**config.mk**
```make
export PLATFORM = sky130hd
export DESIGN_NAME = copy_record_encoder_core
export DESIGN_NICKNAME = d
export VERILOG_FILES = /design/src/hdl/cre_pkg.sv /design/src/hdl/cre_front.sv /design/src/hdl/cre_fifo.sv /design/src/hdl/cre_back.sv /design/src/hdl/copy_record_encoder_core.sv
export SDC_FILE = /design/constraint.sdc
export NUM_CORES = 1
export LEC_CHECK = 0
export ABC_AREA = 0
export BUFFER_PORTS_ARGS = -buffer_cell sky130_fd_sc_hd__buf_2
export CORE_MARGIN = 8
export CORE_UTILIZATION = 60
export DETAILED_ROUTE_END_ITERATION = 7
export PLACE_DENSITY = 0.88
export SETUP_SLACK_MARGIN = 0.5
export SYNTH_ARGS = -nofsm -noshare
export SYNTH_HDL_FRONTEND = slang
export SYNTH_SLANG_ARGS = --single-unit
export TNS_END_PERCENT = 50
```
**constraint.sdc**
```tcl
create_clock -name clk -period 14 [get_ports clk]
set_input_delay 2.8 -clock clk [delete_from_list [all_inputs] [get_ports clk]]
set_output_delay 2.8 -clock clk [all_outputs]
set_load 0.005 [all_outputs]
```
**src/hdl/cre_pkg.sv**
```systemverilog
package cre_pkg;

  // default depth of the record queue between front and back
  localparam int unsigned CRE_FIFO_DEPTH = 4;

  // one classified record, ready to be serialized
  typedef struct packed {
    logic [31:0] source;
    logic [31:0] count;
    logic [31:0] gap;
    logic [1:0]  src_len_m1;
    logic [1:0]  cnt_len_m1;
    logic [1:0]  gap_len_m1;
    logic        gap_nz;
    logic [7:0]  ctrl;
  } cre_rec_t;

endpackage

```
**src/hdl/cre_front.sv**
```systemverilog
module cre_front (
  input  logic              clk,
  input  logic              rst_n,
  input  logic              push,
  input  logic [31:0]       in_target_block,
  input  logic [31:0]       in_source_block,
  input  logic [31:0]       in_block_count,
  input  logic              q_full,
  output logic              q_wr,
  output cre_pkg::cre_rec_t q_wdata
);
  import cre_pkg::*;

  localparam logic [31:0] Lim4 = 32'h0100_0000;
  localparam logic [31:0] Lim3 = 32'h0001_0000;
  localparam logic [31:0] Lim2 = 32'h0000_0100;

  logic [31:0] next_target_r;
  logic [31:0] next_target_nxt;
  logic [31:0] gap;
  logic [1:0]  src_m1;
  logic [1:0]  cnt_m1;
  logic [1:0]  gap_m1;
  logic        gap_nz;

  // byte count minus one of a value, at least one byte
  function automatic logic [1:0] len_m1(input logic [31:0] v);
    logic [1:0] l;
    if (v >= Lim4) begin
      l = 2'd3;
    end else if (v >= Lim3) begin
      l = 2'd2;
    end else if (v >= Lim2) begin
      l = 2'd1;
    end else begin
      l = 2'd0;
    end
    return l;
  endfunction

  assign q_wr = push && !q_full;

  // classify: gap against the remembered target, field lengths, control byte
  always_comb begin
    gap    = in_target_block - next_target_r;
    gap_nz = (gap != 32'd0);
    src_m1 = len_m1(in_source_block);
    cnt_m1 = len_m1(in_block_count);
    gap_m1 = gap_nz ? len_m1(gap) : 2'd0;
    next_target_nxt = in_target_block + in_block_count;

    q_wdata.source     = in_source_block;
    q_wdata.count      = in_block_count;
    q_wdata.gap        = gap;
    q_wdata.src_len_m1 = src_m1;
    q_wdata.cnt_len_m1 = cnt_m1;
    q_wdata.gap_len_m1 = gap_m1;
    q_wdata.gap_nz     = gap_nz;
    q_wdata.ctrl       = {src_m1, cnt_m1, gap_m1, gap_nz, 1'b0};
  end

  // next target after each accepted record
  always_ff @(posedge clk) begin
    if (!rst_n) begin
      next_target_r <= 32'd0;
    end else if (q_wr) begin
      next_target_r <= next_target_nxt;
    end
  end

endmodule

```
**src/hdl/cre_fifo.sv**
```systemverilog
module cre_fifo #(
  parameter int unsigned DEPTH = cre_pkg::CRE_FIFO_DEPTH
) (
  input  logic              clk,
  input  logic              rst_n,
  input  logic              wr,
  input  cre_pkg::cre_rec_t wdata,
  output logic              full,
  input  logic              rd,
  output cre_pkg::cre_rec_t rdata,
  output logic              nonempty
);
  import cre_pkg::*;

  localparam int unsigned PtrW = (DEPTH > 1) ? $clog2(DEPTH) : 1;
  localparam int unsigned CntW = $clog2(DEPTH + 1);
  localparam logic [PtrW-1:0] PtrLast = PtrW'(DEPTH - 1);
  localparam logic [CntW-1:0] CntFull = CntW'(DEPTH);

  cre_rec_t        mem_r [DEPTH];
  logic [PtrW-1:0] wp_r;
  logic [PtrW-1:0] rp_r;
  logic [CntW-1:0] cnt_r;
  logic [CntW-1:0] cnt_nxt;
  logic            do_wr;
  logic            do_rd;

  assign full     = (cnt_r == CntFull);
  assign nonempty = (cnt_r != '0);
  assign rdata    = mem_r[rp_r];
  assign do_wr    = wr && !full;
  assign do_rd    = rd && nonempty;

  always_comb begin
    cnt_nxt = cnt_r;
    if (do_wr && !do_rd) begin
      cnt_nxt = cnt_r + 1'b1;
    end else if (do_rd && !do_wr) begin
      cnt_nxt = cnt_r - 1'b1;
    end
  end

  // storage
  always_ff @(posedge clk) begin
    if (do_wr) begin
      mem_r[wp_r] <= wdata;
    end
  end

  // pointers and fill count
  always_ff @(posedge clk) begin
    if (!rst_n) begin
      wp_r  <= '0;
      rp_r  <= '0;
      cnt_r <= '0;
    end else begin
      cnt_r <= cnt_nxt;
      if (do_wr) begin
        wp_r <= (wp_r == PtrLast) ? '0 : wp_r + 1'b1;
      end
      if (do_rd) begin
        rp_r <= (rp_r == PtrLast) ? '0 : rp_r + 1'b1;
      end
    end
  end

endmodule

```
**src/hdl/cre_back.sv**
```systemverilog
module cre_back (
  input  logic              clk,
  input  logic              rst_n,
  input  cre_pkg::cre_rec_t head,
  input  logic              head_valid,
  output logic              head_rd,
  output logic              empty,
  input  logic              pop,
  output logic [7:0]        out_byte,
  output logic              out_last_byte
);
  import cre_pkg::*;

  localparam logic [1:0] PH_SRC = 2'd0;
  localparam logic [1:0] PH_CNT = 2'd1;
  localparam logic [1:0] PH_GAP = 2'd2;

  cre_rec_t   cur_r;
  cre_rec_t   cur_nxt;
  logic [1:0] phase_r;
  logic [1:0] phase_nxt;
  logic [1:0] idx_r;
  logic [1:0] idx_nxt;
  logic       busy_r;
  logic       busy_nxt;
  logic [7:0] byte_r;
  logic [7:0] byte_nxt;
  logic       last_r;
  logic       last_nxt;
  logic       valid_r;
  logic       adv;
  logic       produce;
  logic [31:0] val;
  logic [7:0] sel;

  assign empty         = !valid_r;
  assign out_byte      = byte_r;
  assign out_last_byte = last_r;
  assign adv           = !valid_r || pop;
  assign produce       = busy_r || head_valid;
  assign head_rd       = adv && !busy_r && head_valid;

  // pick the field being sent and its current byte
  always_comb begin
    case (phase_r)
      PH_SRC:  val = cur_r.source;
      PH_CNT:  val = cur_r.count;
      default: val = cur_r.gap;
    endcase
    case (idx_r)
      2'd3:    sel = val[31:24];
      2'd2:    sel = val[23:16];
      2'd1:    sel = val[15:8];
      default: sel = val[7:0];
    endcase
  end

  // byte sequencer: control byte, then source, count and nonzero gap, msb first
  always_comb begin
    cur_nxt   = cur_r;
    phase_nxt = phase_r;
    idx_nxt   = idx_r;
    busy_nxt  = busy_r;
    byte_nxt  = sel;
    last_nxt  = 1'b0;
    if (busy_r) begin
      if (idx_r != 2'd0) begin
        idx_nxt = idx_r - 1'b1;
      end else begin
        case (phase_r)
          PH_SRC: begin
            phase_nxt = PH_CNT;
            idx_nxt   = cur_r.cnt_len_m1;
          end
          PH_CNT: begin
            if (cur_r.gap_nz) begin
              phase_nxt = PH_GAP;
              idx_nxt   = cur_r.gap_len_m1;
            end else begin
              busy_nxt = 1'b0;
              last_nxt = 1'b1;
            end
          end
          default: begin
            busy_nxt = 1'b0;
            last_nxt = 1'b1;
          end
        endcase
      end
    end else begin
      // start of a record: control byte straight from the queue head
      cur_nxt   = head;
      byte_nxt  = head.ctrl;
      phase_nxt = PH_SRC;
      idx_nxt   = head.src_len_m1;
      busy_nxt  = 1'b1;
    end
  end

  // sequencer control
  always_ff @(posedge clk) begin
    if (!rst_n) begin
      busy_r  <= 1'b0;
      valid_r <= 1'b0;
      phase_r <= PH_SRC;
      idx_r   <= 2'd0;
    end else if (adv) begin
      valid_r <= produce;
      if (produce) begin
        busy_r  <= busy_nxt;
        phase_r <= phase_nxt;
        idx_r   <= idx_nxt;
      end
    end
  end

  // payload: working record and output word
  always_ff @(posedge clk) begin
    if (adv && produce) begin
      cur_r  <= cur_nxt;
      byte_r <= byte_nxt;
      last_r <= last_nxt;
    end
  end

endmodule

```
**src/hdl/copy_record_encoder_core.sv**
```systemverilog
// Copy record encoder: turns block-copy match records into a byte stream.
// Input side is a queue: drive in_target_block, in_source_block and
// in_block_count with push high; the word is taken on an edge where full
// is low. Output side is a queue too: while empty is low, out_byte holds
// the oldest encoded byte and out_last_byte marks the final byte of a
// record; pop high on such an edge takes it.
// Each record yields 3 to 13 bytes: a control byte, source and count
// big-endian in 1 to 4 bytes each, and the gap when it is nonzero.
// An accepted record passes through the queue and then the output byte
// register before its control byte shows. Throughput is one byte per cycle
// while pop is not held low; the byte sequencer in the back end is what
// sets that rate.
// The front end classifies a record in the cycle it is accepted and queues
// it (FIFO_DEPTH records deep); it keeps accepting while the back end works.
// When the receiver stalls, the output byte holds, the queue fills and then
// full rises. Reset clears the remembered next target to 0 and empties the
// queue and the output register.
module copy_record_encoder_core #(
  parameter int unsigned FIFO_DEPTH = cre_pkg::CRE_FIFO_DEPTH
) (
  input  logic        clk,
  input  logic        rst_n,
  input  logic        push,
  output logic        full,
  input  logic [31:0] in_target_block,
  input  logic [31:0] in_source_block,
  input  logic [31:0] in_block_count,
  output logic        empty,
  input  logic        pop,
  output logic [7:0]  out_byte,
  output logic        out_last_byte
);
  import cre_pkg::*;

  cre_rec_t q_wdata;
  cre_rec_t q_rdata;
  logic     q_wr;
  logic     q_rd;
  logic     q_full;
  logic     q_nonempty;

  assign full = q_full;

  cre_front u_front (
    .clk             (clk),
    .rst_n           (rst_n),
    .push            (push),
    .in_target_block (in_target_block),
    .in_source_block (in_source_block),
    .in_block_count  (in_block_count),
    .q_full          (q_full),
    .q_wr            (q_wr),
    .q_wdata         (q_wdata)
  );

  cre_fifo #(
    .DEPTH (FIFO_DEPTH)
  ) u_fifo (
    .clk      (clk),
    .rst_n    (rst_n),
    .wr       (q_wr),
    .wdata    (q_wdata),
    .full     (q_full),
    .rd       (q_rd),
    .rdata    (q_rdata),
    .nonempty (q_nonempty)
  );

  cre_back u_back (
    .clk           (clk),
    .rst_n         (rst_n),
    .head          (q_rdata),
    .head_valid    (q_nonempty),
    .head_rd       (q_rd),
    .empty         (empty),
    .pop           (pop),
    .out_byte      (out_byte),
    .out_last_byte (out_last_byte)
  );

endmodule

```
==> impl_metrics.py <==
metrics = {
    "global_routing": {
        "first_global_vias": 15000,
        "antenna_violations_before_repair": 1,
        "groute.usage.overall_pct": 26.2,
        "grt_start_max_net_pins": 68,
        "grt_pass1_wl_mm": 94.0,
        "grt_remaining_overflow": 0,
    },
    "setup_path": {
        "crit_required_ps": 14260,
        "r2r_end": "u_fifo.mem_r[2][8]$_DFFE_PP_",
        "category_of_the_worst_setup_path_capture_point": "flip-flop",
        "path_depth": 13,
        "critical_path.top_delay_family": "simple AND/OR/NAND/NOR gates",
        "setup.worst_path.start_class": "input port",
        "timing.critical_path.arrival_ps": 6010,
        "critPathKind": "input port to flip-flop",
        "worst_r2r_startpoint": "u_front.next_target_r[0]$_SDFFE_PN0P_",
        "path_max_fanout": 5,
        "crit_start": "in_target_block[0]",
        "cp_num_buf_inv": 2,
        "ff2ff_setup_slack_ps": 10280,
        "r2r.worst_path.cells": 11,
        "cp_slowest_stage_delay_ps": 530,
        "cp_common_cell": "sky130_fd_sc_hd__o211ai_1",
        "end_of_the_critical_path": "u_fifo.mem_r[2][8]$_DFFE_PP_",
        "crit_path_cell_trace": "buf_2, inv_1, ha_1, fa_1, nand2b_1, a21oi_2, o211ai_1, a211oi_2, o21ai_1, and4b_1, or3_2, nor3_2, o211ai_1",
        "timing.critical_path.slowest_stage_cell": "sky130_fd_sc_hd__or3_2",
    },
    "flow_run": {
        "cap_viol_max_count": 0,
    },
    "timing": {
        "setup_tns_ps": 0,
        "number_of_failing_hold_endpoints_at_the_final_stage": 0,
        "worst_slew_pin_slew_ps": 1100,
        "fin_hold_ws_ps": 451,
        "period_share_pct": 41.1,
        "setup_viol": 0,
        "finClkSkew_ps": 22.4,
        "finalMaxSlewViolations": 0,
        "fmax_ghz": 0.174,
        "grt_setup_unrepaired": "no",
        "timing.slew.headroom_pct": 27.0,
        "fin_crit_ps": 5750,
    },
    "clocking": {
        "clk_path_buf_depth": 3,
        "cts_hold_buf": 0,
        "cts.reportedPaths.clkPinSlew_ps": 70,
        "cts.sinks": 569,
        "tritoncts": "yes",
        "cts-root-buf": "sky130_fd_sc_hd__clkbuf_16",
        "clk_latency_ps": 580,
        "ctsResizeCount": 0,
        "htree_levels": 2,
        "number_of_clock_buffers_inserted_by_tritoncts": 53,
        "cts_setup_buffers": 0,
    },
    "logic_synthesis": {
        "synth-async-reset-ratio_pct": 0,
        "synth-warning-count": 0,
        "synth-edff-count": 522,
        "mean_cell_area_of_the_mapped_netlist_um2": 16.2,
        "synth_top_cells_by_area": "sky130_fd_sc_hd__edfxtp_1 (64%), sky130_fd_sc_hd__mux4_2 (10%), sky130_fd_sc_hd__dfxtp_1 (3.8%), sky130_fd_sc_hd__ha_1 (3.5%), sky130_fd_sc_hd__a21oi_1 (1.9%)",
        "yosysSeqAreaShare_pct": 67.7,
        "synthDominantCellAreaShare_pct": 63.9,
        "synth_nets": 1688,
        "synth_top_cell_by_area": "sky130_fd_sc_hd__edfxtp_1",
        "netlist_area_before_placement_um2": 24500,
        "synthFlopType": "sky130_fd_sc_hd__edfxtp_1",
        "syn_inst": 1517,
        "postSynthRegisterBits": 569,
        "yosys.cell_types.count": 78,
    },
    "floorplan": {
        "chipHeight_um": 218,
        "ioPinCount": 111,
        "fp.coreArea_um2": 40600,
        "rows": 74,
        "fp.dieArea_um2": 47600,
        "initial_utilization_pct": 60.4,
        "die_width_um": 218,
    },
    "placement": {
        "gpl.final_weighted_congestion": 0.919,
        "placement.io_buffers": 110,
        "post-dp-hpwl_mm": 37.5,
    },
    "run_status": {
        "run_status": "complete, no violations",
    },
    "route": {
        "post_drt_wl_per_cell_um": 28.5,
        "drt-pass1-iter-count": 6,
        "final_antenna_net_count": 0,
        "post-route-drc-count": 0,
        "total_via_count_in_the_routed_design": 15000,
        "avgViaCountPerCell": 6.75,
        "wirelength_mm": 63.1,
        "detailedRoute.firstIterationViolations": 1672,
    },
    "cells_and_area": {
        "area_delta_synth_final_pct": 11.9,
        "layout.nets": 1810,
        "post_route_cells_drive_above_1_share_pct": 21.7,
        "antennaDiodeCount": 0,
        "fin_util_pct": 67.6,
    },
    "power_and_ir_drop": {
        "cellLeakagePower_uw": 0.00925,
        "irDropWorstVdd_mv": 0.120,
        "power_density_nw_per_um2": 193,
    },
    "min_path": {
        "min_path_type": "flip-flop to flip-flop",
    },
}
cell families (layout without fill, tap and decap cells):
family	count (synthesis)	after routing	share of synthesized area [%]
AO/OA/AOI/OAI	272	272	7.14
XOR/XNOR	50	50	1.78
adder cells (fa/ha/maj)	71	71	3.71
buffers and inverters	119	285	1.88
flip-flops	569	569	67.7
multiplexers	156	156	12.1
AND/OR/NAND/NOR	280	280	5.73
synthesized netlist by cell type (5+ instances only):
master                     instances
sky130_fd_sc_hd__a211oi_1         14
sky130_fd_sc_hd__a21o_1           24
sky130_fd_sc_hd__a21oi_1          92
sky130_fd_sc_hd__a31oi_1           5
sky130_fd_sc_hd__and2_1            9
sky130_fd_sc_hd__and3_1            6
sky130_fd_sc_hd__buf_1            19
sky130_fd_sc_hd__clkbuf_1         35
sky130_fd_sc_hd__dfxtp_1          47
sky130_fd_sc_hd__edfxtp_1        522
sky130_fd_sc_hd__ha_1             68
sky130_fd_sc_hd__inv_1            61
sky130_fd_sc_hd__mux2_2            7
sky130_fd_sc_hd__mux2i_1          38
sky130_fd_sc_hd__mux4_2          111
sky130_fd_sc_hd__nand2_1          89
sky130_fd_sc_hd__nand2b_1         11
sky130_fd_sc_hd__nand3_1          27
sky130_fd_sc_hd__nand4_1          14
sky130_fd_sc_hd__nor2_1           59
sky130_fd_sc_hd__nor2b_1           7
sky130_fd_sc_hd__nor3_1           13
sky130_fd_sc_hd__nor4_1            8
sky130_fd_sc_hd__o211ai_1          7
sky130_fd_sc_hd__o21a_1           10
sky130_fd_sc_hd__o21ai_0          55
sky130_fd_sc_hd__o21ai_1           5
sky130_fd_sc_hd__o21bai_1         12
sky130_fd_sc_hd__or3_1             7
sky130_fd_sc_hd__or4_1             7
sky130_fd_sc_hd__xnor2_1          33
sky130_fd_sc_hd__xor2_1           17
flip-flops by register name, indices dropped and copies added (netlist names), 3 cells and up, named ones only:
| signal | cells |
|---|---|
| u_fifo.mem_r | 412 |
| u_back.cur_r | 101 |
| u_front.next_target_r | 32 |
| u_back.out_byte | 8 |
| u_fifo.cnt_r | 3 |
cell type report:
class	count	area [um^2]
Clock buffer	66	1460
Multi-Input combinational cell	829	7480
Timing Repair Buffer	124	656
Clock inverter	33	344
Inverter	62	233
Sequential cell	569	16600
Tap cell	532	666
Fill cell	2478	13200
power breakdown:
part	total, uW	switching [uW]	internal (uW)
Sequential	2480	170	2310
Clock	1510	653	855
Combinational	1330	800	528
Total	5310	1620	3690
worst register-to-register path: cells and delay by family (launching register included):
family / cells / cell delay (ps)
AO/OA/AOI/OAI: 5 / 1170
flip-flops: 1 / 330
AND/OR/NAND/NOR: 4 / 1250
adder cells (fa/ha/maj): 2 / 660
cells in the final DEF (no fill, tap or decap), drive strengths merged, types with 5 or more instances in the layout:
cell and count:
ha 68, xor2 17, nand4 14, mux2i 38, and3 6, a211oi 17
clkbuf 66, nor2 61, o21ai 60, o31ai 5, o21a 10, edfxtp 522
or3 10, a21o 26, nand2b 11, nand2 89, a21oi 94, inv 65
buf 124, nand3 27, o22ai 5, bufinv 6, mux2 7, and2 9
a31oi 5, or4 9, xnor2 33, nor2b 8, o311ai 5, mux4 111
o21bai 12, dfxtp 47, nor3 14, o211ai 7, clkinv 20, nor4 10
per-stage QoR:
step / cell area [um^2] / setup WS (ps) / total power [uW] / instances
2_1_floorplan: 24500 / 2190 / 3350 / 1517
3_3_place_gp: 25700 / 7840 / 3670 / 2116
3_5_place_dp: 25700 / 7740 / 3750 / 2116
4_1_cts: 27500 / 8270 / 5300 / 2215
5_1_grt: 27500 / 8100 / 5480 / 2215
6_report: 27500 / 8250 / 5310 / 2215
worst min-delay path by stage:
stage                                             endpoint                                   start  slack (ps)  cells after the start
finish              u_front.next_target_r[11]$_SDFFE_PN0P_  u_front.next_target_r[11]$_SDFFE_PN0P_         450                      2
global route         u_front.next_target_r[8]$_SDFFE_PN0P_   u_front.next_target_r[8]$_SDFFE_PN0P_         480                      2
CTS                  u_front.next_target_r[5]$_SDFFE_PN0P_   u_front.next_target_r[5]$_SDFFE_PN0P_         450                      2
detailed placement   u_front.next_target_r[5]$_SDFFE_PN0P_   u_front.next_target_r[5]$_SDFFE_PN0P_         440                      2
global placement    u_front.next_target_r[20]$_SDFFE_PN0P_  u_front.next_target_r[20]$_SDFFE_PN0P_         440                      2
floorplan           u_front.next_target_r[11]$_SDFFE_PN0P_  u_front.next_target_r[11]$_SDFFE_PN0P_         430                      2
per-layer routing:
metal | up-vias | wire length (um) | GRT usage (%) | share of wire (%)
met2 | 1126 | 30400 | 42.3 | 48
met4 | 0 | 2540 | 10.2 | 4.0
met5 | - | 0 | 0 | 0
met1 | 7439 | 23900 | 36.1 | 38
met3 | 168 | 6280 | 3.83 | 10
li1 | 6226 | - | - | -
Power figures use the tool's default switching activity.
